$ cat src/hw/rtl/rgb_led_blink_pattern_sequencer_macros.svh
// ----------------------------------------------------------------------------
// rgb led sequencer assertion macros
// Shared concurrent assertion helpers, clocked on i_clk with i_rst_n reset.
// ----------------------------------------------------------------------------
`ifndef RGB_LED_BLINK_PATTERN_SEQUENCER_MACROS_SVH
`define RGB_LED_BLINK_PATTERN_SEQUENCER_MACROS_SVH

// same-cycle implication
`define RLBPS_ASSERT_IMP(lbl, ant, cons) \
    lbl: assert property (@(posedge i_clk) disable iff (!i_rst_n) (ant) |-> (cons)) \
        else $error("rlbps assertion failed");

// next-cycle implication
`define RLBPS_ASSERT_NXT(lbl, ant, cons) \
    lbl: assert property (@(posedge i_clk) disable iff (!i_rst_n) (ant) |=> (cons)) \
        else $error("rlbps assertion failed");

`endif

$ cat src/hw/rtl/rlbps_pkg.sv
// ----------------------------------------------------------------------------
// rlbps_pkg
// Types and constants shared by the rgb led blink pattern sequencer.
// ----------------------------------------------------------------------------
`default_nettype none

package rlbps_pkg;

    localparam int TIME_W     = 32;
    localparam int LEN_W      = 16;
    localparam int RGB_W      = 24;
    localparam int CFG_ADDR_W = 3;
    localparam int INTERVAL_W = 9;

    // ceil(320*elapsed/length): numerator below 2^25, quotient at most 320
    localparam int DIVIDEND_W = 25;
    localparam int QUOT_W     = 9;
    localparam int DIV_CNT_W  = $clog2(DIVIDEND_W);

    localparam logic [INTERVAL_W-1:0] CD_START_MS = INTERVAL_W'(400);
    localparam logic [QUOT_W-1:0]     CD_SPAN_MS  = QUOT_W'(320);
    localparam logic [INTERVAL_W-1:0] CD_MIN_MS   = INTERVAL_W'(80);
    localparam logic [INTERVAL_W-1:0] SUCCESS_MS  = INTERVAL_W'(250);
    localparam logic [INTERVAL_W-1:0] ERROR_MS    = INTERVAL_W'(500);

    localparam logic [2:0] REQ_TICK      = 3'd0;
    localparam logic [2:0] REQ_SOLID     = 3'd1;
    localparam logic [2:0] REQ_OFF       = 3'd2;
    localparam logic [2:0] REQ_COUNTDOWN = 3'd3;
    localparam logic [2:0] REQ_SUCCESS   = 3'd4;
    localparam logic [2:0] REQ_ERROR     = 3'd5;

    localparam logic [CFG_ADDR_W-1:0] CFG_WHITE = CFG_ADDR_W'(0);
    localparam logic [CFG_ADDR_W-1:0] CFG_GREEN = CFG_ADDR_W'(1);
    localparam logic [CFG_ADDR_W-1:0] CFG_BLUE  = CFG_ADDR_W'(2);
    localparam logic [CFG_ADDR_W-1:0] CFG_RED   = CFG_ADDR_W'(3);

    localparam logic [RGB_W-1:0] WHITE_RST = 24'hFFFFFF;
    localparam logic [RGB_W-1:0] GREEN_RST = 24'h00FF00;
    localparam logic [RGB_W-1:0] BLUE_RST  = 24'h0000FF;
    localparam logic [RGB_W-1:0] RED_RST   = 24'hFF0000;

    typedef enum logic [1:0] {
        MODE_NONE      = 2'd0,
        MODE_COUNTDOWN = 2'd1,
        MODE_SUCCESS   = 2'd2,
        MODE_ERROR     = 2'd3
    } t_mode;

    typedef enum logic [2:0] {
        ST_IDLE,
        ST_EVAL,
        ST_DIV,
        ST_TOGGLE,
        ST_DONE
    } t_state;

    typedef struct packed {
        logic [2:0]       req_type;
        logic [LEN_W-1:0] duration_ms;
        logic [7:0]       solid_r;
        logic [7:0]       solid_g;
        logic [7:0]       solid_b;
    } t_in_req;

    typedef struct packed {
        logic [7:0] led_r;
        logic [7:0] led_g;
        logic [7:0] led_b;
        logic       color_written;
        logic       pattern_active;
    } t_out_rsp;

    typedef struct packed {
        logic                  start;
        logic [DIVIDEND_W-1:0] dividend;
        logic [LEN_W-1:0]      divisor;
    } t_div_req;

    typedef struct packed {
        logic              busy;
        logic              done;
        logic [QUOT_W-1:0] quot;
    } t_div_rsp;

endpackage

`default_nettype wire

$ cat src/hw/rtl/rlbps_divider.sv
// ----------------------------------------------------------------------------
// rlbps_divider
// Restoring shift-subtract divider, one quotient bit per cycle.
// ----------------------------------------------------------------------------
`default_nettype none

module rlbps_divider (
    input  wire logic                i_clk,
    input  wire logic                i_rst_n,
    input  wire rlbps_pkg::t_div_req i_req,
    output rlbps_pkg::t_div_rsp      o_rsp
);

    logic [rlbps_pkg::DIVIDEND_W-1:0] r_num;
    logic [rlbps_pkg::LEN_W-1:0]      r_rem;
    logic [rlbps_pkg::LEN_W-1:0]      r_dvs;
    logic [rlbps_pkg::DIV_CNT_W-1:0]  r_cnt;
    logic                             r_busy;
    logic                             r_done;

    logic [rlbps_pkg::LEN_W:0]   rem_sh;
    logic [rlbps_pkg::LEN_W+1:0] diff;

    assign rem_sh = {r_rem, r_num[rlbps_pkg::DIVIDEND_W-1]};
    assign diff   = {1'b0, rem_sh} - {2'b00, r_dvs};

    always_ff @(posedge i_clk) begin
        if (!i_rst_n) begin
            r_busy <= 1'b0;
            r_done <= 1'b0;
            r_cnt  <= '0;
        end else begin
            r_done <= 1'b0;
            if (i_req.start) begin
                r_busy <= 1'b1;
                r_cnt  <= rlbps_pkg::DIV_CNT_W'(rlbps_pkg::DIVIDEND_W - 1);
            end else if (r_busy) begin
                r_cnt <= r_cnt - 1'b1;
                if (r_cnt == '0) begin
                    r_busy <= 1'b0;
                    r_done <= 1'b1;
                end
            end
        end
    end

    // quotient bits shift in from the bottom as dividend bits leave the top
    always_ff @(posedge i_clk) begin
        if (i_req.start) begin
            r_num <= i_req.dividend;
            r_rem <= '0;
            r_dvs <= i_req.divisor;
        end else if (r_busy) begin
            r_num <= {r_num[rlbps_pkg::DIVIDEND_W-2:0], ~diff[rlbps_pkg::LEN_W+1]};
            r_rem <= diff[rlbps_pkg::LEN_W+1] ? rem_sh[rlbps_pkg::LEN_W-1:0]
                                              : diff[rlbps_pkg::LEN_W-1:0];
        end
    end

    assign o_rsp.busy = r_busy;
    assign o_rsp.done = r_done;
    assign o_rsp.quot = r_num[rlbps_pkg::QUOT_W-1:0];

endmodule

`default_nettype wire

$ cat src/hw/rtl/rgb_led_blink_pattern_sequencer.sv
// flow: a countdown tick that reaches the interval check passes EVAL, the 25-step
// serial divider in DIV, TOGGLE and DONE; other requests skip DIV and end in DONE
// handshake: one request at a time, the next is taken once the previous has moved
// into the output register, which waits while the output is held off
// reset: synchronous active low, clears clock, pattern state and led, restores palette
// ----------------------------------------------------------------------------
// rgb_led_blink_pattern_sequencer
// Drives one rgb led from millisecond ticks and solid, off and blink requests.
// ----------------------------------------------------------------------------
`default_nettype none

`include "rgb_led_blink_pattern_sequencer_macros.svh"

module rgb_led_blink_pattern_sequencer (
    input  wire logic                                i_clk,
    input  wire logic                                i_rst_n,
    input  wire logic                                i_in_valid,
    output logic                                     o_in_ready,
    input  wire rlbps_pkg::t_in_req                  i_in,
    output logic                                     o_out_valid,
    input  wire logic                                i_out_ready,
    output rlbps_pkg::t_out_rsp                      o_out,
    input  wire logic                                i_cfg_we,
    input  wire logic [rlbps_pkg::CFG_ADDR_W-1:0]    i_cfg_addr,
    input  wire logic [rlbps_pkg::RGB_W-1:0]         i_cfg_data
);

    rlbps_pkg::t_state  r_state, n_state;
    rlbps_pkg::t_in_req r_req, n_req;
    rlbps_pkg::t_mode   r_mode, n_mode;
    rlbps_pkg::t_out_rsp r_out, n_out;

    logic [rlbps_pkg::TIME_W-1:0]     r_clock, n_clock;
    logic [rlbps_pkg::TIME_W-1:0]     r_start, n_start;
    logic [rlbps_pkg::TIME_W-1:0]     r_last, n_last;
    logic [rlbps_pkg::LEN_W-1:0]      r_length, n_length;
    logic                             r_toggle, n_toggle;
    logic [rlbps_pkg::RGB_W-1:0]      r_shown, n_shown;
    logic [rlbps_pkg::INTERVAL_W-1:0] r_interval, n_interval;
    logic                             r_written, n_written;
    logic                             r_out_valid, n_out_valid;
    logic [rlbps_pkg::RGB_W-1:0]      r_white, n_white;
    logic [rlbps_pkg::RGB_W-1:0]      r_green, n_green;
    logic [rlbps_pkg::RGB_W-1:0]      r_blue, n_blue;
    logic [rlbps_pkg::RGB_W-1:0]      r_red, n_red;

    logic [rlbps_pkg::TIME_W-1:0]     elapsed;
    logic [rlbps_pkg::TIME_W-1:0]     since;
    logic                             expired;
    logic [rlbps_pkg::DIVIDEND_W-1:0] scaled;
    rlbps_pkg::t_div_req              div_req;
    rlbps_pkg::t_div_rsp              div_rsp;

    rlbps_divider u_div (
        .i_clk   (i_clk),
        .i_rst_n (i_rst_n),
        .i_req   (div_req),
        .o_rsp   (div_rsp)
    );

    assign elapsed = r_clock - r_start;
    assign since   = r_clock - r_last;
    assign expired = elapsed >= {{(rlbps_pkg::TIME_W-rlbps_pkg::LEN_W){1'b0}}, r_length};

    // 320*e = 256*e + 64*e, plus length-1 for the ceiling
    assign scaled = {1'b0, elapsed[rlbps_pkg::LEN_W-1:0], 8'b0}
                  + {3'b000, elapsed[rlbps_pkg::LEN_W-1:0], 6'b0}
                  + {{(rlbps_pkg::DIVIDEND_W-rlbps_pkg::LEN_W){1'b0}}, r_length}
                  - rlbps_pkg::DIVIDEND_W'(1);

    assign o_in_ready  = (r_state == rlbps_pkg::ST_IDLE);
    assign o_out_valid = r_out_valid;
    assign o_out       = r_out;

    always_comb begin
        n_state     = r_state;
        n_req       = r_req;
        n_mode      = r_mode;
        n_out       = r_out;
        n_clock     = r_clock;
        n_start     = r_start;
        n_last      = r_last;
        n_length    = r_length;
        n_toggle    = r_toggle;
        n_shown     = r_shown;
        n_interval  = r_interval;
        n_written   = r_written;
        n_out_valid = r_out_valid;
        n_white     = r_white;
        n_green     = r_green;
        n_blue      = r_blue;
        n_red       = r_red;

        div_req.start    = 1'b0;
        div_req.dividend = scaled;
        div_req.divisor  = r_length;

        if (r_out_valid && i_out_ready) begin
            n_out_valid = 1'b0;
        end

        if (i_cfg_we) begin
            case (i_cfg_addr)
                rlbps_pkg::CFG_WHITE: n_white = i_cfg_data;
                rlbps_pkg::CFG_GREEN: n_green = i_cfg_data;
                rlbps_pkg::CFG_BLUE:  n_blue  = i_cfg_data;
                rlbps_pkg::CFG_RED:   n_red   = i_cfg_data;
                default: ;
            endcase
        end

        case (r_state)
            rlbps_pkg::ST_IDLE: begin
                if (i_in_valid) begin
                    n_req   = i_in;
                    n_state = rlbps_pkg::ST_EVAL;
                    if (i_in.req_type == rlbps_pkg::REQ_TICK) begin
                        n_clock = r_clock + 1'b1;
                    end
                end
            end
            rlbps_pkg::ST_EVAL: begin
                n_written = 1'b0;
                n_state   = rlbps_pkg::ST_DONE;
                case (r_req.req_type)
                    rlbps_pkg::REQ_TICK: begin
                        if (r_mode == rlbps_pkg::MODE_NONE) begin
                            n_written = 1'b0;
                        end else if ((r_mode inside {rlbps_pkg::MODE_COUNTDOWN,
                                                     rlbps_pkg::MODE_SUCCESS}) && expired) begin
                            n_mode    = rlbps_pkg::MODE_NONE;
                            n_shown   = '0;
                            n_written = 1'b1;
                        end else if (r_mode == rlbps_pkg::MODE_COUNTDOWN) begin
                            div_req.start = 1'b1;
                            n_state       = rlbps_pkg::ST_DIV;
                        end else begin
                            n_interval = (r_mode == rlbps_pkg::MODE_SUCCESS)
                                       ? rlbps_pkg::SUCCESS_MS : rlbps_pkg::ERROR_MS;
                            n_state    = rlbps_pkg::ST_TOGGLE;
                        end
                    end
                    rlbps_pkg::REQ_SOLID: begin
                        n_mode    = rlbps_pkg::MODE_NONE;
                        n_shown   = {r_req.solid_r, r_req.solid_g, r_req.solid_b};
                        n_written = 1'b1;
                    end
                    rlbps_pkg::REQ_OFF: begin
                        n_mode    = rlbps_pkg::MODE_NONE;
                        n_shown   = '0;
                        n_written = 1'b1;
                    end
                    rlbps_pkg::REQ_COUNTDOWN, rlbps_pkg::REQ_SUCCESS,
                    rlbps_pkg::REQ_ERROR: begin
                        n_start  = r_clock;
                        n_last   = r_clock;
                        n_toggle = 1'b0;
                        if (r_req.req_type == rlbps_pkg::REQ_COUNTDOWN) begin
                            n_mode   = rlbps_pkg::MODE_COUNTDOWN;
                            n_length = r_req.duration_ms;
                        end else if (r_req.req_type == rlbps_pkg::REQ_SUCCESS) begin
                            n_mode   = rlbps_pkg::MODE_SUCCESS;
                            n_length = r_req.duration_ms;
                        end else begin
                            n_mode   = rlbps_pkg::MODE_ERROR;
                            n_length = '0;
                        end
                    end
                    default: ;
                endcase
            end
            rlbps_pkg::ST_DIV: begin
                if (div_rsp.done) begin
                    n_interval = (div_rsp.quot >= rlbps_pkg::CD_SPAN_MS)
                               ? rlbps_pkg::CD_MIN_MS
                               : rlbps_pkg::CD_START_MS - div_rsp.quot;
                    n_state    = rlbps_pkg::ST_TOGGLE;
                end
            end
            rlbps_pkg::ST_TOGGLE: begin
                n_state = rlbps_pkg::ST_DONE;
                if (since >= {{(rlbps_pkg::TIME_W-rlbps_pkg::INTERVAL_W){1'b0}}, r_interval}) begin
                    n_last    = r_clock;
                    n_toggle  = ~r_toggle;
                    n_written = 1'b1;
                    case (r_mode)
                        rlbps_pkg::MODE_COUNTDOWN: n_shown = n_toggle ? r_white : r_green;
                        rlbps_pkg::MODE_SUCCESS:   n_shown = n_toggle ? r_blue : r_green;
                        default:                   n_shown = n_toggle ? r_red : '0;
                    endcase
                end
            end
            rlbps_pkg::ST_DONE: begin
                if (!r_out_valid || i_out_ready) begin
                    n_out.led_r          = r_shown[23:16];
                    n_out.led_g          = r_shown[15:8];
                    n_out.led_b          = r_shown[7:0];
                    n_out.color_written  = r_written;
                    n_out.pattern_active = (r_mode != rlbps_pkg::MODE_NONE);
                    n_out_valid          = 1'b1;
                    n_state              = rlbps_pkg::ST_IDLE;
                end
            end
            default: n_state = rlbps_pkg::ST_IDLE;
        endcase
    end

    always_ff @(posedge i_clk) begin
        if (!i_rst_n) begin
            r_state     <= rlbps_pkg::ST_IDLE;
            r_mode      <= rlbps_pkg::MODE_NONE;
            r_clock     <= '0;
            r_start     <= '0;
            r_last      <= '0;
            r_length    <= '0;
            r_toggle    <= 1'b0;
            r_shown     <= '0;
            r_out_valid <= 1'b0;
            r_white     <= rlbps_pkg::WHITE_RST;
            r_green     <= rlbps_pkg::GREEN_RST;
            r_blue      <= rlbps_pkg::BLUE_RST;
            r_red       <= rlbps_pkg::RED_RST;
        end else begin
            r_state     <= n_state;
            r_mode      <= n_mode;
            r_clock     <= n_clock;
            r_start     <= n_start;
            r_last      <= n_last;
            r_length    <= n_length;
            r_toggle    <= n_toggle;
            r_shown     <= n_shown;
            r_out_valid <= n_out_valid;
            r_white     <= n_white;
            r_green     <= n_green;
            r_blue      <= n_blue;
            r_red       <= n_red;
        end
    end

    always_ff @(posedge i_clk) begin
        r_req      <= n_req;
        r_out      <= n_out;
        r_interval <= n_interval;
        r_written  <= n_written;
    end

    // divider only reports back while the sequencer waits for it
    `RLBPS_ASSERT_IMP(a_div_done_in_wait, div_rsp.done, r_state == rlbps_pkg::ST_DIV)
    // the divider is never restarted while busy
    `RLBPS_ASSERT_IMP(a_div_no_restart, div_req.start, !div_rsp.busy)
    // error blink never carries a length
    `RLBPS_ASSERT_IMP(a_error_len_zero, r_mode == rlbps_pkg::MODE_ERROR, r_length == '0)
    // a finished request always lands in the output register and frees the input
    `RLBPS_ASSERT_NXT(a_done_publishes,
        (r_state == rlbps_pkg::ST_DONE) && (!r_out_valid || i_out_ready),
        o_out_valid && o_in_ready)

endmodule

`default_nettype wire

$ cat config.mk
export PLATFORM = sky130hd
export DESIGN_NAME = rgb_led_blink_pattern_sequencer
export DESIGN_NICKNAME = d
export VERILOG_FILES = /design/src/hw/rtl/rlbps_pkg.sv /design/src/hw/rtl/rlbps_divider.sv /design/src/hw/rtl/rgb_led_blink_pattern_sequencer.sv
export VERILOG_INCLUDE_DIRS = /design/src /design/src/hw/rtl
export SDC_FILE = /design/constraint.sdc
export NUM_CORES = 1
export LEC_CHECK = 0
export BUFFER_PORTS_ARGS = -buffer_cell sky130_fd_sc_hd__clkbuf_2
export CAP_MARGIN = 15
export CORE_MARGIN = 3
export CORE_UTILIZATION = 53
export DETAILED_ROUTE_END_ITERATION = 7
export PLACE_DENSITY_LB_ADDON = 0.25
export RECOVER_POWER = 50
export SKIP_CTS_REPAIR_TIMING = 1
export SLEW_MARGIN = 15
export SYNTH_ARGS = -nofsm -noshare
export SYNTH_HDL_FRONTEND = slang
export SYNTH_SLANG_ARGS = --single-unit
$ cat constraint.sdc
create_clock -name i_clk -period 7.2 [get_ports i_clk]
set_clock_uncertainty 0.05 [all_clocks]
set_input_delay 0.72 -clock i_clk [delete_from_list [all_inputs] [get_ports i_clk]]
set_output_delay 0.72 -clock i_clk [all_outputs]
set_load 0.05 [all_outputs]
Yosys cells after proc, flatten, opt, wreduce, memory -nomap -nowiden
Cells that the tools add are included.
- register bits: 382
- input bits: 75
- output and inout bits: 28
- logic and storage cells: 170
- add/subtract/negate cells: 9
- $lt $le $gt $ge: 3
- equality and inequality tests: 28
- muxes and demuxes: 60
- bitwise logic cells: 4
- reduce and logical (&&, ||, !) cells: 34
- operator list (operator ; number):
    $mux W24 ; 6
    $pmux W24 S2 ; 2
    $pmux W24 S3 ; 1
    $mux W32 ; 2
    $pmux W32 S2 ; 1
    $sub A32 B32 Y32 ; 2
    $mux W9 ; 7
    $mux W25 ; 2
    $mux W16 ; 3
    $add A32 B1 Y32 const B ; 1
    $ge A32 B16 Y1 ; 1
    $ge A32 B9 Y1 ; 1
    $add A24 B22 Y25 ; 1
    $add A25 B16 Y25 ; 1
    $sub A25 B1 Y25 const B ; 1
    $mux W1 ; 19
    $eq A3 B2 Y1 const B ; 6
    $mux W3 ; 6
    $ne A2 B2 Y1 const B ; 9
    $pmux W9 S2 ; 1
    $sub A17 B16 Y18 ; 1
    $reduce_and A2 Y1 ; 8
    $pmux W3 S5 ; 1
    $logic_not A3 Y1 ; 4
    other kinds (28) ; 51

Longest topological paths before layout
Gate-level depths: netlist of the first run.
- depth after elaboration: 8
- mapped depth: 24
- mapped depth without buffers: 23

Cells and area by module
A second synthesis of the first run with hierarchy kept.
- cells, all modules: 2722
- area, all modules: 22903.2 sq um
- modules (own cells, without submodules) (module ; times used ; cells an instance ; area an instance (sq um) ; seq. area each (sq um)):
    rgb_led_blink_pattern_sequencer ; 1 ; 2388 ; 19262.2 ; 7156.9
    rlbps_divider ; 1 ; 334 ; 3641.0 ; 1691.6

Least setup slack after synthesis of the first run
OpenSTA, ideal clock, no wires.
- path type: register to register
- start: reg r_clock[0] (netlist name)
- end: reg u_div.r_num[0] (netlist name) (enable)
- library setup time: 0.382 ns
- arrival time: 4.790 ns
- required time: 6.768 ns
- setup slack: 1.978 ns
- stages on the path, launching flop included: 22
- buffers on the path: 2
- period minus slack after synthesis: 5.222 ns
- cell sequence: dfxtp_1 -> inv_1 -> ha_1 -> inv_1 -> fa_1 -> a211oi_1 -> o211ai_1 -> a41oi_1 -> o21ai_0 -> xor2_1 -> ha_1 -> a21oi_1 -> o221ai_1 -> nor4_1 -> nand4_1 -> a2111oi_0 -> and4_1 -> and4b_1 -> o211ai_2 -> buf_4 -> buf_4 -> nand2_1
- cells in the longest elaborated chain, start to end: 8
- ends and longest elaborated chain (element ; line ; source):
    start, declared ; rgb_led_blink_pattern_sequencer.sv:33 ; logic [rlbps_pkg::TIME_W-1:0] r_clock, n_clock;
    start signal, assigned ; rgb_led_blink_pattern_sequencer.sv:226 ; r_clock <= n_clock;
    $sub A32 B32 Y32 ; rgb_led_blink_pattern_sequencer.sv:61 ; assign elapsed = r_clock - r_start;
    $ge A32 B16 Y1 ; rgb_led_blink_pattern_sequencer.sv:63 ; assign expired = elapsed >= {{(rlbps_pkg::TIME_W-rlbps_pkg::LEN_W){1'b0}}, r_length};
    $logic_and A1 B1 Y1 ; rgb_led_blink_pattern_sequencer.sv:130 ; rlbps_pkg::MODE_SUCCESS}) && expired) begin
    $mux W1 ; rgb_led_blink_pattern_sequencer.sv:129 ; end else if ((r_mode inside {rlbps_pkg::MODE_COUNTDOWN,
    $mux W1 ; rgb_led_blink_pattern_sequencer.sv:127 ; if (r_mode == rlbps_pkg::MODE_NONE) begin
    $mux W1 ; rgb_led_blink_pattern_sequencer.sv:125 ; case (r_req.req_type)
    $mux W1 ; rgb_led_blink_pattern_sequencer.sv:112 ; case (r_state)
    $reduce_bool A2 Y1 (no line) ; -- ;
    end signal, assigned ; rlbps_divider.sv:50 ; r_num <= i_req.dividend;
    end signal, assigned ; rlbps_divider.sv:54 ; r_num <= {r_num[rlbps_pkg::DIVIDEND_W-2:0], ~diff[rlbps_pkg::LEN_W+1]};
    end, declared ; rlbps_divider.sv:14 ; logic [rlbps_pkg::DIVIDEND_W-1:0] r_num;
No other way between the ends.
A chain may end at the register's enable or synchronous reset.

Final worst setup path of the first run
- start: reg r_clock[0] (netlist name)
- end: reg u_div.r_num[21] (netlist name) (enable)
Same word-level chain as after synthesis.

==> results.py, run 1 <==
metrics = {
    "run_status": {
        "status": "finished, violations left",
        "violations": "capacitance limit, slew limit",
    },
    "power_and_ir_drop": {
        "power.density_cell_area_nw_per_um2": 190,
        "vdd_ir_drop_max_mv": 0.165,
        "share_comb_of_total_power": 0.078,
        "cell_int_power_uw": 3560,
        "clock_power_share": 0.435,
        "pwr-share-seq": 0.488,
        "p_leak_uw": 0.0100,
        "p_sw_uw": 1120,
        "switching_share": 0.239,
    },
    "synthesis": {
        "synthesis.yosys.warnings": 0,
        "synth.cell_area_um2": 22700,
        "post_synthesis_cell_type_with_the_largest_combined_area": "sky130_fd_sc_hd__dfxtp_1",
        "yosys_register_bits": 382,
        "synth_cell_types": 85,
        "postSynthAreaPerCell_um2": 8.54,
        "yosys_most_used_dff": "sky130_fd_sc_hd__dfxtp_1",
        "async_reset_ff_frac": 0,
        "synthDominantCellAreaShare": 0.232,
        "synth_area_leaders": "sky130_fd_sc_hd__dfxtp_1, sky130_fd_sc_hd__edfxtp_1, sky130_fd_sc_hd__nand2_1",
        "synthesis.instances": 2652,
        "syn-num-nets": 2902,
        "synth-seq-area-share": 0.391,
        "synth_enable_flop_cells": 120,
    },
    "flow_run": {
        "cap_viol_max_count": 4,
    },
    "global_route": {
        "antenna_found_initial": 2,
        "grt_first_pass_wirelength_mm": 88.8,
        "grt_max_degree": 260,
        "globalRouteOverflowTotal": 0,
        "grtUsageTotal": 0.238,
        "number_of_global_route_vias_before_repair": 17988,
    },
    "setup_path": {
        "arrival_time_of_data_at_the_critical_path_endpoint_ns": 6.33,
        "cp_data_required_time_ns": 7.42,
        "largest_driver_fanout_on_the_critical_path": 50,
        "cells_along_the_critical_path": "inv_1, ha_1, inv_1, fa_1, a211oi_1, o211ai_1, a41oi_1, o21ai_0, xor2_1, ha_1, a21oi_1, o221ai_1, nor4_1, nand4_1, a2111oi_0, and4_1, and4b_1, o211ai_4, buf_4, nand2_1, buf_8",
        "timing.critical_path.to_type": "flop",
        "timing.critical_path.slowest_stage_cell": "sky130_fd_sc_hd__fa_1",
        "worstSetupStartpointType": "flop",
        "critical_path_class": "flop to flop",
        "largest_stage_delay_worst_path_ns": 0.43,
    },
    "detailed_routing": {
        "wl_per_cell_um": 16.7,
        "post_drt_via_cell_ratio": 5.78,
        "detailedRoute.firstPassIterationCount": 5,
        "num_vias": 18769,
        "wl_final_mm": 54.3,
        "drt_iter0_drc": 1257,
        "residual_drc_count": 0,
        "ant_nets": 0,
    },
    "final_layout": {
        "flow.area_growth_from_synthesis_pct": 8.85,
        "finalNetCount": 2928,
        "layout.cells.most_common": "sky130_fd_sc_hd__nand2_1",
        "most-common-layout-cells": "sky130_fd_sc_hd__nand2_1, sky130_fd_sc_hd__dfxtp_1, sky130_fd_sc_hd__inv_1",
        "ratio_of_cells_with_drive_above_1_in_the_final_layout": 0.0650,
        "insertedDiodeCount": 0,
    },
    "placement": {
        "place.port_buffers": 102,
        "dpl_worst_slack_ns": 0.889,
        "place_congestion": 0.946,
        "detailedPlacementHpwl_mm": 38.6,
    },
    "timing": {
        "post-route-min-period_ns": 6.12,
        "grt_setup_unrepaired": "no",
        "achievable_freq_ghz": 0.163,
        "finalCritPeriodShare": 0.850,
        "worst-slew-pin-transition_ns": 4.51,
        "fin_tns_setup_ns": 0,
        "holdWs_ns": 0.273,
        "worst_slack_ns": 1.08,
        "worst_slew_margin_rel": -2.01,
        "timing_max_transition_violations_final": 377,
        "setup-violations-final": 0,
        "finalHoldViolations": 0,
    },
    "floorplan": {
        "dieArea_um2": 45300,
        "die_h_um": 213,
        "die_span_in_x_um": 213,
        "row_count": 75,
        "ios": 103,
        "floorplan.core_area_um2": 42000,
        "initial_core_util": 0.539,
    },
    "clocking": {
        "ctsRootBufferMaster": "sky130_fd_sc_hd__clkbuf_16",
        "tritoncts": "built",
        "insertion_delay_ns": 0.57,
        "cts.reportedPaths.clkPinSlew_ns": 0.06,
        "clk_path_buf_depth": 3,
        "cts_sinks": 382,
        "numCtsBuffers": 41,
        "cts_htree_levels": 2,
    },
    "hold_path": {
        "min_path_type": "input port to flop",
    },
}
==> critical path: cells and delay by family (launching register included) <==
| family | cells | cell delay (ns) |
|---|---|---|
| xor+xnor | 1 | 0.27 |
| simple gates | 5 | 1.51 |
| flops | 1 | 0.35 |
| fa+ha+maj | 3 | 0.93 |
| buf+inv | 4 | 0.76 |
| compound gates | 8 | 1.93 |
==> registers in the layout (all words and copies together), names as in the netlist, 25 cells and up <==
register,count
o_out,26
r_clock,32
r_last,32
r_req,43
u_div.r_num,25
r_start,32
==> cells in the mapped netlist, types with 8 or more instances <==
library cell	instances
sky130_fd_sc_hd__nand2_1	565
sky130_fd_sc_hd__dfxtp_1	262
sky130_fd_sc_hd__inv_1	191
sky130_fd_sc_hd__ha_1	163
sky130_fd_sc_hd__a21oi_1	124
sky130_fd_sc_hd__edfxtp_1	120
sky130_fd_sc_hd__a21boi_0	113
sky130_fd_sc_hd__clkbuf_1	105
sky130_fd_sc_hd__nand3_1	99
sky130_fd_sc_hd__o21ai_0	99
sky130_fd_sc_hd__nor2_1	83
sky130_fd_sc_hd__mux2i_1	67
sky130_fd_sc_hd__xnor2_1	54
sky130_fd_sc_hd__and2_1	41
sky130_fd_sc_hd__a21o_1	39
sky130_fd_sc_hd__xor2_1	33
sky130_fd_sc_hd__nor3_1	29
sky130_fd_sc_hd__nor3b_1	28
sky130_fd_sc_hd__nand4_1	27
sky130_fd_sc_hd__and3_1	26
sky130_fd_sc_hd__a22oi_1	25
sky130_fd_sc_hd__nand2b_1	25
sky130_fd_sc_hd__buf_2	19
sky130_fd_sc_hd__o21ai_1	19
sky130_fd_sc_hd__nor2b_1	18
sky130_fd_sc_hd__o21a_1	18
sky130_fd_sc_hd__a211oi_1	17
sky130_fd_sc_hd__or3_1	17
sky130_fd_sc_hd__a311oi_1	15
sky130_fd_sc_hd__o211ai_1	15
sky130_fd_sc_hd__fa_1	12
sky130_fd_sc_hd__or2_2	12
sky130_fd_sc_hd__a2111oi_0	11
sky130_fd_sc_hd__and4_1	10
sky130_fd_sc_hd__a31oi_1	9
sky130_fd_sc_hd__mux2_1	9
sky130_fd_sc_hd__o31ai_1	9
sky130_fd_sc_hd__nor4_1	8
==> final timing paths <==
path	endpoint	depth (start not counted)	slack, ns	start
max	u_div.r_num[21]$_DFFE_PP_	21	1.08	r_clock[0]$_SDFFE_PN0P_
min reg2reg	o_out[22]$_DFFE_PP_	0	0.38	r_shown[20]$_SDFFE_PN0P_
max reg2reg	u_div.r_num[21]$_DFFE_PP_	21	1.08	r_clock[0]$_SDFFE_PN0P_
min	r_req[0]$_DFFE_PP_	1	0.27	i_in[0]
==> power groups by stage <==
stage | combinational [uW] | sequential (uW) | clock, uW
floorplan | 252 | 2330 | 0
global placement | 351 | 2320 | 0
detailed placement | 359 | 2320 | 0
CTS | 362 | 2280 | 2070
global route | 404 | 2280 | 2160
finish | 363 | 2280 | 2030
==> metrics by stage <==
stage / cell area, um^2 / total power (uW) / util / cells
floorplan: 22700 / 2580 / - / 2652
global placement: 23400 / 2670 / 0.557 / 3173
detailed placement: 23400 / 2680 / 0.557 / 3173
CTS: 24700 / 4710 / 0.588 / 3244
global route: 24700 / 4850 / 0.587 / 3245
finish: 24700 / 4680 / 0.587 / 3245
==> area by class of cell <==
type                       instances  area (um^2)
inverter                         192          721
sequential                       382         8850
clock inverter                     8          123
fill                            3702        17400
tap                              539          674
clock buffer                      63         1160
timing repair buffer             117          574
multi-input combinational       1944        12600
==> cell families after synthesis <==
group           after synthesis  share of synthesized area
compound gates              595                      0.177
xor+xnor                     87                     0.0336
fa+ha+maj                   175                      0.101
buf+inv                     326                     0.0572
flops                       382                      0.391
mux                          78                     0.0351
simple gates               1009                      0.206
==> routing by layer <==
layer / global-route usage / wire length, um / part of all wire
met4: 0.0668 / 1320 / 0.024
met2: 0.415 / 26300 / 0.48
met5: 0 / 27 / 0.00050
met3: 0.0360 / 2490 / 0.046
met1: 0.307 / 24200 / 0.45
No activity file was read; power rests on OpenSTA's default activity.
==> run 2, diff against run 1 <==
==> constraint.sdc (replaced) <==
create_clock -name i_clk -period 5.2 [get_ports i_clk]
set_clock_uncertainty 0.05 [all_clocks]
set_input_delay 0.52 -clock i_clk [delete_from_list [all_inputs] [get_ports i_clk]]
set_output_delay 0.52 -clock i_clk [all_outputs]
set_load 0.05 [all_outputs]
==> run 2 against run 1 <==
Against the previous run:
- the run still ends with capacitance limit, slew limit left
- sequential share of layout area decreased by 1.1 points
- wire length rose by 3.4%
- core utilization is 1.9 points higher
- worst hold slack worse by 0.21 ns
- non-clock buffer count up 45
- sequential power up 39%
- register-to-register slack got worse by 0.87 ns
- power is 44% higher
- final cell count grew 1.6%
- critical path depth decreased by 1
- cell area up 3.2%
- critical path type unchanged
- highest routed layer is now met4
==> results.py, run 2 (synthesized netlist as in run 1, its figures left out) <==
metrics = {
    "detailed_routing": {
        "ant_nets": 0,
        "post_drt_via_cell_ratio": 5.76,
        "num_vias": 18976,
        "wl_per_cell_um": 17.0,
        "residual_drc_count": 0,
        "detailedRoute.firstPassIterationCount": 6,
        "drt_iter0_drc": 1318,
        "wl_final_mm": 56.2,
    },
    "floorplan": {
        "die_span_in_x_um": 213,
        "die_h_um": 213,
        "dieArea_um2": 45300,
        "ios": 103,
        "row_count": 75,
        "floorplan.core_area_um2": 42000,
        "initial_core_util": 0.539,
    },
    "final_layout": {
        "most-common-layout-cells": "sky130_fd_sc_hd__nand2_1, sky130_fd_sc_hd__dfxtp_1, sky130_fd_sc_hd__inv_1",
        "insertedDiodeCount": 0,
        "max_flop_register": "r_req",
        "finish.utilization": 0.605,
        "largest_register_ff_count": 43,
        "ratio_of_cells_with_drive_above_1_in_the_final_layout": 0.0932,
        "flow.area_growth_from_synthesis_pct": 12.4,
        "layout.cells.most_common": "sky130_fd_sc_hd__nand2_1",
        "finalInstanceArea_um2": 25500,
        "finalNetCount": 2974,
    },
    "setup_path": {
        "largest_driver_fanout_on_the_critical_path": 7,
        "timing.critical_path.to_type": "flop",
        "cp_data_required_time_ns": 5.47,
        "worstSetupStartpointType": "flop",
        "critical_path_class": "flop to flop",
        "arrival_time_of_data_at_the_critical_path_endpoint_ns": 5.26,
    },
    "clocking": {
        "cts_sinks": 382,
        "cts.reportedPaths.clkPinSlew_ns": 0.06,
        "tritoncts": "built",
        "numCtsBuffers": 42,
        "cts_htree_levels": 2,
        "clk_path_buf_depth": 3,
        "ctsRootBufferMaster": "sky130_fd_sc_hd__clkbuf_16",
        "insertion_delay_ns": 0.58,
    },
    "power_and_ir_drop": {
        "switching_share": 0.241,
        "share_comb_of_total_power": 0.079,
        "clock_power_share": 0.454,
        "power.density_cell_area_nw_per_um2": 265,
        "cell_int_power_uw": 5130,
        "vdd_ir_drop_max_mv": 0.262,
        "p_leak_uw": 0.0105,
        "p_total_uw": 6760,
        "pwr-share-seq": 0.467,
        "p_sw_uw": 1630,
    },
    "timing": {
        "finalCritPeriodShare": 0.960,
        "timing_max_transition_violations_final": 191,
        "worst-slew-pin-transition_ns": 3.04,
        "worst_slack_ns": 0.208,
        "finalHoldViolations": 0,
        "holdWs_ns": 0.0576,
        "setup-violations-final": 0,
        "achievable_freq_ghz": 0.200,
        "worst_slew_margin_rel": -1.03,
        "post-route-min-period_ns": 4.99,
    },
    "global_route": {
        "grtUsageTotal": 0.243,
        "globalRouteOverflowTotal": 0,
        "grt_first_pass_wirelength_mm": 90.6,
        "number_of_global_route_vias_before_repair": 18368,
        "antenna_found_initial": 0,
        "grt_max_degree": 115,
    },
    "placement": {
        "place_congestion": 0.958,
        "dpl_worst_slack_ns": -0.185,
        "place_area_um2": 23800,
        "place.port_buffers": 102,
        "detailedPlacementHpwl_mm": 39.4,
    },
    "flow_run": {
        "cap_viol_max_count": 5,
    },
    "hold_path": {
        "min_path_type": "input port to flop",
    },
    "run_status": {
        "violations": "capacitance limit, slew limit",
        "status": "finished, violations left",
    },
}
## run 2: cell types whose count changed in the layout (fill, tap and decap cells not counted), sizes merged
cell,delta
inv,+2
clkbuf,-2
buf,+41
clkinv,+8
clkinvlp,+1
bufinv,+2
## run 2: routing by layer
layer  GRT usage  up-vias  part of all wire
li1            -     9395                 -
met1       0.312     8990              0.44
met2       0.417      481              0.48
met3      0.0372      110             0.049
met4      0.0872        0             0.034
met5           0        -                 0
## run 2: worst paths after layout
kind                            slack, ns                     from                        to  cells after the start
worst max register to register       0.21  r_clock[0]$_SDFFE_PN0P_  u_div.r_num[3]$_DFFE_PP_                     20
worst min register to register       0.38  r_shown[4]$_SDFFE_PN0P_        o_out[6]$_DFFE_PP_                      0
worst max-delay path                 0.21  r_clock[0]$_SDFFE_PN0P_  u_div.r_num[3]$_DFFE_PP_                     20
worst min-delay path                 0.06                 i_in[22]       r_req[22]$_DFFE_PP_                      1
## run 2: stage by stage
step	instances	setup TNS (ns)
finish	3297	0
global route	3297	-0.299
CTS	3289	-11.28
detailed placement	3211	-10.17
global placement	3211	0
floorplan	2652	0
## run 2: layout make-up
cell class                      instances  area, um^2
Clock inverter                         21         255
Multi-Input combinational cell       1944       12700
Sequential cell                       382        8850
Clock buffer                           57        1200
Inverter                              192         721
Timing Repair Buffer                  162        1070
Tap cell                              539         674
Fill cell                            3594       16600
## run 2: power by group through the flow
| stage | clock (uW) | sequential (uW) | combinational [uW] |
|---|---|---|---|
| floorplan | 0 | 3220 | 348 |
| finish | 3070 | 3160 | 535 |
| CTS | 3120 | 3150 | 509 |
| global placement | 0 | 3220 | 494 |
| global route | 3250 | 3160 | 592 |
| detailed placement | 0 | 3220 | 505 |
## run 2: critical path, stage by stage, from the launching register on
cell	delay (ns)
sky130_fd_sc_hd__dfxtp_1	0.31
sky130_fd_sc_hd__inv_1	0.07
sky130_fd_sc_hd__ha_1	0.17
sky130_fd_sc_hd__inv_1	0.06
sky130_fd_sc_hd__fa_2	0.36
sky130_fd_sc_hd__a211oi_2	0.30
sky130_fd_sc_hd__o211ai_1	0.16
sky130_fd_sc_hd__a41oi_2	0.29
sky130_fd_sc_hd__o21ai_2	0.12
sky130_fd_sc_hd__xor2_2	0.20
sky130_fd_sc_hd__ha_1	0.33
sky130_fd_sc_hd__a21oi_1	0.15
sky130_fd_sc_hd__o221ai_1	0.15
sky130_fd_sc_hd__nor4_2	0.19
sky130_fd_sc_hd__nand4_1	0.14
sky130_fd_sc_hd__a2111oi_2	0.37
sky130_fd_sc_hd__and4_4	0.32
sky130_fd_sc_hd__and4b_2	0.28
sky130_fd_sc_hd__o211ai_4	0.18
sky130_fd_sc_hd__clkbuf_16	0.24
sky130_fd_sc_hd__mux2_1	0.31
==> run 3, diff against run 2 <==
--- a/config.mk
+++ b/config.mk
@@ -8,9 +8,11 @@
 export LEC_CHECK = 0
 export BUFFER_PORTS_ARGS = -buffer_cell sky130_fd_sc_hd__clkbuf_2
 export CAP_MARGIN = 15
+export CORE_ASPECT_RATIO = 1.2
 export CORE_MARGIN = 3
 export CORE_UTILIZATION = 53
 export DETAILED_ROUTE_END_ITERATION = 7
+export GPL_ROUTABILITY_DRIVEN = 0
 export PLACE_DENSITY_LB_ADDON = 0.25
 export RECOVER_POWER = 50
 export SKIP_CTS_REPAIR_TIMING = 1
==> run 3 against run 2 <==
Against the previous run:
- the flow still finishes with violations (capacitance limit, slew limit)
- combinational power rose by 2%
- clock power barely moved
- non-clock buffer count rose by 15
- fmax down 1.6%
- highest routed layer is now met5
- worst hold slack worse by 0.0098 ns
- cell area is 1.0% higher
- global-route usage fell by 0.27 points
- power is 0.37% higher
- flip-flop and latch count is the same
==> results.py, run 3 (synthesized netlist as in run 1, its figures left out) <==
metrics = {
    "setup_path": {
        "critical_path_class": "flop to flop",
        "worstSetupStartpointType": "flop",
        "cp_data_required_time_ns": 5.47,
        "largest_driver_fanout_on_the_critical_path": 5,
        "arrival_time_of_data_at_the_critical_path_endpoint_ns": 5.34,
        "timing.critical_path.to_type": "flop",
    },
    "timing": {
        "finalHoldViolations": 0,
        "grt_setup_unrepaired": "yes",
        "achievable_freq_ghz": 0.197,
        "setup-violations-final": 0,
        "post-route-min-period_ns": 5.07,
        "finalCritPeriodShare": 0.976,
        "timing_max_transition_violations_final": 241,
        "worst-slew-pin-transition_ns": 4.50,
        "holdWs_ns": 0.0478,
        "worst_slew_margin_rel": -2.00,
    },
    "clocking": {
        "clk_path_buf_depth": 3,
        "cts.reportedPaths.clkPinSlew_ns": 0.06,
        "tritoncts": "built",
        "ctsRootBufferMaster": "sky130_fd_sc_hd__clkbuf_16",
        "cts_htree_levels": 2,
        "cts_sinks": 382,
        "numCtsBuffers": 40,
        "insertion_delay_ns": 0.59,
    },
    "detailed_routing": {
        "post_drt_via_cell_ratio": 5.81,
        "drt_iter0_drc": 1367,
        "wl_per_cell_um": 17.3,
        "ant_nets": 0,
        "wl_final_mm": 57.3,
        "detailedRoute.firstPassIterationCount": 6,
        "residual_drc_count": 0,
        "num_vias": 19250,
    },
    "floorplan": {
        "initial_core_util": 0.540,
        "dieArea_um2": 45300,
        "die_h_um": 232,
        "floorplan.core_area_um2": 42000,
        "die_span_in_x_um": 195,
        "row_count": 82,
        "ios": 103,
    },
    "global_route": {
        "grt_first_pass_wirelength_mm": 90.7,
        "antenna_found_initial": 1,
        "number_of_global_route_vias_before_repair": 18565,
        "grtUsageTotal": 0.240,
        "grt_max_degree": 171,
        "globalRouteOverflowTotal": 0,
    },
    "final_layout": {
        "ratio_of_cells_with_drive_above_1_in_the_final_layout": 0.103,
        "layout.cells.most_common": "sky130_fd_sc_hd__nand2_1",
        "finalNetCount": 2987,
        "max_flop_register": "r_req",
        "largest_register_ff_count": 43,
        "flow.area_growth_from_synthesis_pct": 13.5,
        "most-common-layout-cells": "sky130_fd_sc_hd__nand2_1, sky130_fd_sc_hd__dfxtp_1, sky130_fd_sc_hd__inv_1",
        "finish.utilization": 0.613,
    },
    "placement": {
        "detailedPlacementHpwl_mm": 39.0,
        "place.port_buffers": 102,
    },
    "flow_run": {
        "cap_viol_max_count": 5,
    },
    "run_status": {
        "violations": "capacitance limit, slew limit",
        "status": "finished, violations left",
    },
    "power_and_ir_drop": {
        "vdd_ir_drop_max_mv": 0.318,
        "p_leak_uw": 0.0105,
        "power.density_cell_area_nw_per_um2": 264,
        "p_total_uw": 6780,
    },
    "hold_path": {
        "min_path_type": "input port to flop",
    },
}
-- run 3: changes by cell type in the layout (fill, tap and decap cells not counted), sizes merged --
cell,change
bufinv,+1
clkinv,-5
clkinvlp,-2
buf,+14
diode,+1
inv,-1
clkbuf,+4
-- run 3: per-layer routing --
metal,global-route usage,vias up,wire length (um)
met3,0.0379,160,3080
met2,0.434,554,28500
met5,0,-,9
met4,0.0990,2,2460
met1,0.284,9099,23200
li1,-,9435,-
-- run 3: metrics by stage --
stage / cell area (um^2) / setup TNS (ns) / worst slack (ns) / std cells
2_1_floorplan: 22700 / 0 / 0.222 / 2652
3_3_place_gp: 23800 / 0 / 0.00456 / 3214
3_5_place_dp: 23800 / -1.88 / -0.157 / 3214
4_1_cts: 25200 / -2.63 / -0.194 / 3288
5_1_grt: 25700 / -4.09 / -0.106 / 3315
6_report: 25700 / 0 / 0.125 / 3316
-- run 3: power breakdown --
part / internal, uW / switching (uW)
logic: 217 / 330
clock network: 1830 / 1250
registers: 3130 / 27.8
-- run 3: final timing paths --
check,from,to,slack [ns],cells after the start
hold reg to reg,r_shown[16]$_SDFFE_PN0P_,o_out[18]$_DFFE_PP_,0.38,0
hold / removal,i_in[23],r_req[23]$_DFFE_PP_,0.05,1
setup reg to reg,r_clock[0]$_SDFFE_PN0P_,u_div.r_num[2]$_DFFE_PP_,0.13,21
setup / recovery,r_clock[0]$_SDFFE_PN0P_,u_div.r_num[2]$_DFFE_PP_,0.13,21
-- run 3: final cells by class --
class                   count  area (um^2)
fillers                  3603        16200
multi-input cells        1944        12800
flip-flops and latches    382         8850
repair buffers            177         1230
clock buffers              60         1200
inverters                 192          721
well taps                 546          683
clock inverters            14          243
diodes                      1         2.50
-- run 3: critical path, stage by stage (launching register included) --
cell	delay (ns)
sky130_fd_sc_hd__dfxtp_2	0.32
sky130_fd_sc_hd__inv_2	0.07
sky130_fd_sc_hd__ha_4	0.14
sky130_fd_sc_hd__inv_2	0.05
sky130_fd_sc_hd__fa_2	0.42
sky130_fd_sc_hd__a211oi_4	0.28
sky130_fd_sc_hd__o211ai_1	0.16
sky130_fd_sc_hd__a41oi_2	0.29
sky130_fd_sc_hd__o21ai_2	0.10
sky130_fd_sc_hd__xor2_1	0.18
sky130_fd_sc_hd__ha_1	0.35
sky130_fd_sc_hd__a21oi_2	0.13
sky130_fd_sc_hd__o221ai_1	0.12
sky130_fd_sc_hd__nor4_1	0.29
sky130_fd_sc_hd__nand4_1	0.15
sky130_fd_sc_hd__a2111oi_2	0.37
sky130_fd_sc_hd__and4_4	0.31
sky130_fd_sc_hd__and4b_2	0.28
sky130_fd_sc_hd__o211ai_4	0.11
sky130_fd_sc_hd__clkbuf_2	0.19
sky130_fd_sc_hd__buf_4	0.15
sky130_fd_sc_hd__mux2_1	0.31
